`config.mk`:
```
export PLATFORM = sky130hd
export DESIGN_NAME = trbm_muldiv
export DESIGN_NICKNAME = d
export VERILOG_FILES = /design/src/sv/trbm_pkg.sv /design/src/sv/trbm_muldiv.sv
export SDC_FILE = /design/constraint.sdc
export NUM_CORES = 2
export LEC_CHECK = 0
export ABC_AREA = 1
export ABC_CLOCK_PERIOD_IN_PS = 10450
export BUFFER_PORTS_ARGS = -buffer_cell sky130_fd_sc_hd__buf_2
export CORE_MARGIN = 2
export CORE_UTILIZATION = 49
export DETAILED_ROUTE_END_ITERATION = 10
export HOLD_SLACK_MARGIN = 0.12
export PLACE_DENSITY = 0.73
export SETUP_SLACK_MARGIN = 0.5
export SLEW_MARGIN = 20
export SYNTH_ARGS = -nofsm -noshare
export SYNTH_HDL_FRONTEND = slang
export SYNTH_SLANG_ARGS = --single-unit
```
`constraint.sdc`:
```
create_clock -name clk -period 10.45 [get_ports clk]
set_input_delay 2.09 -clock clk [delete_from_list [all_inputs] [get_ports clk]]
set_output_delay 2.09 -clock clk [all_outputs]
set_load 0.02 [all_outputs]
```
`src/sv/trbm_pkg.sv`:
```
`timescale 1ns / 1ps
package trbm_pkg;

    localparam int MEM_DEPTH_DEF  = 1024;
    localparam int PROG_DEPTH_DEF = 4096;
    localparam int RING_SIZE      = 12;
    localparam int RING_LAST      = 11;
    localparam int LEN_W          = 13;
    localparam int PC_OUT_W       = 12;
    localparam int WORD_W         = 32;
    localparam int IN_TDATA_W     = 40;
    localparam int OUT_TDATA_W    = 56;

    // Operation ring positions
    localparam logic [3:0] OP_NONE  = 4'd0;
    localparam logic [3:0] OP_EXIT  = 4'd1;
    localparam logic [3:0] OP_ONE   = 4'd2;
    localparam logic [3:0] OP_ZERO  = 4'd3;
    localparam logic [3:0] OP_LOAD  = 4'd4;
    localparam logic [3:0] OP_STORE = 4'd5;
    localparam logic [3:0] OP_JUMP  = 4'd6;
    localparam logic [3:0] OP_MOVE  = 4'd7;
    localparam logic [3:0] OP_LOGIC = 4'd8;
    localparam logic [3:0] OP_JNZ   = 4'd9;
    localparam logic [3:0] OP_INTIO = 4'd10;
    localparam logic [3:0] OP_CHRIO = 4'd11;

    // Math ring positions
    localparam logic [3:0] MA_NONE  = 4'd0;
    localparam logic [3:0] MA_LOAD  = 4'd1;
    localparam logic [3:0] MA_STORE = 4'd2;
    localparam logic [3:0] MA_ADD   = 4'd3;
    localparam logic [3:0] MA_MUL   = 4'd4;
    localparam logic [3:0] MA_DIV   = 4'd5;
    localparam logic [3:0] MA_ZERO  = 4'd6;
    localparam logic [3:0] MA_LESS  = 4'd7;
    localparam logic [3:0] MA_GREAT = 4'd8;
    localparam logic [3:0] MA_EQUAL = 4'd9;
    localparam logic [3:0] MA_NOT   = 4'd10;
    localparam logic [3:0] MA_NEG   = 4'd11;

    // Run status codes
    localparam logic [1:0] ST_RUN   = 2'd0;
    localparam logic [1:0] ST_EXIT  = 2'd1;
    localparam logic [1:0] ST_END   = 2'd2;
    localparam logic [1:0] ST_FAULT = 2'd3;

    // Output kinds
    localparam logic [1:0] KIND_NONE = 2'd0;
    localparam logic [1:0] KIND_INT  = 2'd1;
    localparam logic [1:0] KIND_CHAR = 2'd2;

    // Request to the shared multiply/divide unit
    typedef struct packed {
        logic              start;
        logic              is_div;
        logic [WORD_W-1:0] a;
        logic [WORD_W-1:0] b;
    } md_req_t;

    typedef struct packed {
        logic              done;
        logic [WORD_W-1:0] result;
    } md_rsp_t;

    // One result, packed as it leaves on tdata (next_pc lowest)
    typedef struct packed {
        logic                read_taken;
        logic [WORD_W-1:0]   out_value;
        logic [1:0]          out_kind;
        logic [1:0]          run_status;
        logic [PC_OUT_W-1:0] next_pc;
    } res_t;

    // Step a ring position one place in its direction
    function automatic logic [3:0] ring_turn(input logic dir, input logic [3:0] pos);
        logic [3:0] r;
        if (!dir)
            r = (pos >= 4'(RING_LAST)) ? 4'd0 : pos + 4'd1;
        else
            r = (pos == 4'd0 || pos > 4'(RING_LAST)) ? 4'(RING_LAST) : pos - 4'd1;
        return r;
    endfunction

endpackage

```
`src/sv/trbm_muldiv.sv`:
```
`timescale 1ns / 1ps
module trbm_muldiv
    import trbm_pkg::*;
(
    input  logic    clk,
    input  logic    rst_n,
    input  md_req_t req,
    output md_rsp_t rsp
);

    typedef enum logic [1:0] {M_IDLE, M_MUL, M_DIV, M_FIX} md_state_t;

    md_state_t         state_reg, state_next;
    logic [WORD_W:0]   rem_reg, rem_next;
    logic [WORD_W-1:0] quo_reg, quo_next;
    logic [WORD_W-1:0] dvs_reg, dvs_next;
    logic              neg_reg, neg_next;
    logic [4:0]        cnt_reg, cnt_next;
    logic              done_reg, done_next;
    logic [WORD_W-1:0] res_reg, res_next;

    logic [WORD_W:0]   rem_sh;

    // One restoring divide step per cycle on magnitudes; the multiply product is registered before done
    always_comb
    begin
        state_next = state_reg;
        rem_next   = rem_reg;
        quo_next   = quo_reg;
        dvs_next   = dvs_reg;
        neg_next   = neg_reg;
        cnt_next   = cnt_reg;
        done_next  = 1'b0;
        res_next   = res_reg;
        rem_sh     = {rem_reg[WORD_W-1:0], quo_reg[WORD_W-1]};
        case (state_reg)
            M_IDLE:
            begin
                if (req.start)
                begin
                    if (req.is_div)
                    begin
                        rem_next   = '0;
                        quo_next   = req.a[WORD_W-1] ? (~req.a + 1'b1) : req.a;
                        dvs_next   = req.b[WORD_W-1] ? (~req.b + 1'b1) : req.b;
                        neg_next   = req.a[WORD_W-1] ^ req.b[WORD_W-1];
                        cnt_next   = '0;
                        state_next = M_DIV;
                    end
                    else
                    begin
                        res_next   = req.a * req.b;
                        state_next = M_MUL;
                    end
                end
            end
            M_MUL:
            begin
                done_next  = 1'b1;
                state_next = M_IDLE;
            end
            M_DIV:
            begin
                if (rem_sh >= {1'b0, dvs_reg})
                begin
                    rem_next = rem_sh - {1'b0, dvs_reg};
                    quo_next = {quo_reg[WORD_W-2:0], 1'b1};
                end
                else
                begin
                    rem_next = rem_sh;
                    quo_next = {quo_reg[WORD_W-2:0], 1'b0};
                end
                cnt_next = cnt_reg + 5'd1;
                if (cnt_reg == 5'(WORD_W-1))
                    state_next = M_FIX;
            end
            M_FIX:
            begin
                res_next   = neg_reg ? (~quo_reg + 1'b1) : quo_reg;
                done_next  = 1'b1;
                state_next = M_IDLE;
            end
            default: state_next = M_IDLE;
        endcase
    end

    always_ff @(posedge clk or negedge rst_n)
    begin
        if (!rst_n)
        begin
            state_reg <= M_IDLE;
            done_reg  <= 1'b0;
        end
        else
        begin
            state_reg <= state_next;
            done_reg  <= done_next;
        end
    end

    always_ff @(posedge clk)
    begin
        rem_reg <= rem_next;
        quo_reg <= quo_next;
        dvs_reg <= dvs_next;
        neg_reg <= neg_next;
        cnt_reg <= cnt_next;
        res_reg <= res_next;
    end

    assign rsp.done   = done_reg;
    assign rsp.result = res_reg;

endmodule

```
==> results_dict.tcl <==
set metrics [dict create \
    status "completed" \
    cts.repair.resized 0 \
    rrSetupSlack_ns 7.28 \
    drc 0 \
    gp_congestion 0.9276 \
    post_synth_num_cell_types 53 \
    synth_nets 4159 \
    max_cap_viol_count 0 \
    ys_ff_latch 137 \
    grt.total_usage_pct 26.47 \
    hold_class "reg -> reg" \
    finalHoldViolCount 0 \
    postLayoutCellArea_sq_um 27870 \
    first_pass_iters 8 \
    path_clk_slew_ns 0.06 \
    antenna_found_initial 5 \
    dieArea_sq_um 55790 \
    max_freq_mhz 114.2 \
    ys_seq_area_share_pct 15.51 \
    layout-drive-gt1-share_pct 5.445 \
    required_ns 10.61 \
    grt_start_max_net_pins 70 \
    cts_buffers 17 \
    grt_pass1_wl_um 117400 \
    holdPathEnd "done_reg" \
    post_cts_buffers 0 \
    overflow 0 \
    ant_nets 0 \
    io_pins 101 \
    worst_pin_slew_ns 0.8740 \
    fp-row-count 85 \
    layout.cells.most_common "inv_1" \
    dr_total_vias 22140 \
    place_area_sq_um 27260 \
    cts_hold_buf 0 \
    avgSynthCellArea_sq_um 7.502 \
    slew-limit-headroom_pct 41.74 \
    tns_ns 0 \
    yosysWarnings 0 \
    worstHoldPathCells 0 \
    fin_crit_ns 8.755 \
    crit_path_end_kind "flop" \
    die_h_um 236.2 \
    reg2regPathDepth 14 \
    initial_core_util_pct 49.29 \
    final.setup_skew_ns 0.01195 \
    most-common-layout-cells "inv_1 (922), nand2_1 (896), fa_1 (409)" \
    htreeDepth 4 \
    cts_tree "done" \
    area_delta_synth_final_pct 5.474 \
    cts_sinks 137 \
    hpwl_um 56060 \
    netlist_instances 3522 \
    critical_path_class "in -> reg" \
    die_w_um 236.2 \
    drtIter0Drc 1934 \
    wl_per_cell_um 17.06 \
    setup_viol 0 \
    final_nets 4132 \
    vias_per_cell 5.263 \
    finalMaxSlewViolations 0 \
    min_from "state_reg[0]" \
    grt_pass1_vias 22110 \
    port_buffers 100 \
    cts-root-buf "clkbuf_16" \
    core_area_sq_um 53600 \
    worst_r2r_endpoint "rem_reg[31]" \
    synth_area_sq_um 26420 \
    wl_um 71770 \
    clk_path_buf_depth 2 \
    path_max_fanout 33 \
    rsz0062_at_grt "no" \
    cp-start-kind "input pin" \
    insertion_delay_ns 0.44 \
    period_share_pct 83.78 \
    cp.arrival_ns 8.92 \
    reg2reg_from "rem_reg[5]" \
]
[metrics by stage]
stage / utilization (%) / setup slack [ns] / std cells / hold WS, ns
final: 51.99 / 1.695 / 4206 / 0.5416
after global routing: 51.98 / 1.361 / 4205 / 0.5531
after CTS: 51.95 / 1.794 / 4203 / 0.5408
after detailed placement: 50.85 / 1.348 / 4171 / 0.5313
after global placement: 50.85 / 1.228 / 4171 / 0.5272
after floorplan: - / 2.066 / 3522 / 0.4935
[per-layer routing]
layer	part of all wire, %	track usage, %	wire length [um]	up-vias
met4	2.5	7.461	1818	8
met5	0.072	0	52	-
met3	8.4	3.417	6062	119
li1	-	-	-	10360
met1	43	37.00	30520	10680
met2	46	43.34	33320	967
[cell type report]
class	count	area, sq um
Timing Repair Buffer	117	635.6
Clock buffer	17	425.4
Clock inverter	15	163.9
Sequential cell	137	4099
Tap cell	696	870.8
Inverter	926	3476
Antenna cell	2	5.005
Fill cell	5081	25730
Multi-Input combinational cell	2296	18190
[worst max-delay path by stage]
| stage | slack [ns] | start | cells past startpoint | end |
|---|---|---|---|---|
| CTS | 1.79 | req[2] | 25 | res_reg[27] |
| detailed placement | 1.35 | req[2] | 25 | res_reg[27] |
| global route | 1.36 | req[40] | 25 | res_reg[27] |
| floorplan | 2.07 | req[43] | 27 | res_reg[26] |
| finish | 1.70 | req[3] | 23 | res_reg[27] |
| global placement | 1.23 | req[3] | 23 | res_reg[27] |
[synth_stat cells (all sizes together)]
cell	n	share of area, %
a21boi	4	0.11
a31oi	11	0.26
nor3b	1	0.028
a21o	11	0.31
o21ai	157	3.0
and3	3	0.071
nand2	904	13
nor4	14	0.47
clkinv	1	0.014
buf	62	1.2
a21oi	119	2.3
nand3	95	1.9
clkbuf	101	1.4
o211ai	6	0.17
a22oi	1	0.028
o21bai	7	0.24
xnor2	29	0.96
nor2	216	3.1
fa	409	31
xor2	64	2.1
edfxtp	134	15
nor3	28	0.69
o22ai	12	0.28
ha	160	7.6
o221a	1	0.043
inv	925	13
or2	3	0.071
a211oi	3	0.085
dfrtp	3	0.28
nand4	21	0.52
a221oi	1	0.033
nand3b	12	0.34
o31ai	4	0.11
[cell families after synthesis]
group	synth area share, %
adders and majority gates	38.57
xor gates and xnor gates	3.083
DFF	15.51
AOI/OAI and AO/OA	6.985
and+or+nand+nor	20.11
buffers and inverters	15.74
[worst max-delay path, cell delays in order]
cell and delay, ns:
buf_2 0.62, nand2_1 0.11, inv_1 0.10, fa_1 0.42
inv_1 0.08, fa_1 0.42, fa_1 0.51, fa_1 0.55
inv_1 0.05, fa_1 0.47, fa_1 0.57, fa_1 0.45
fa_1 0.47, ha_1 0.40, nand2_1 0.14, nor2_1 0.16
nor3b_1 0.29, nand4_1 0.13, nand3_1 0.16, a21o_1 0.23
a21oi_1 0.09, o21ai_0 0.22, o21ai_0 0.16
Power is left out: the tool's default activity adds up to more than one toggle a clock period on the data nets, which glitch-free logic cannot reach.
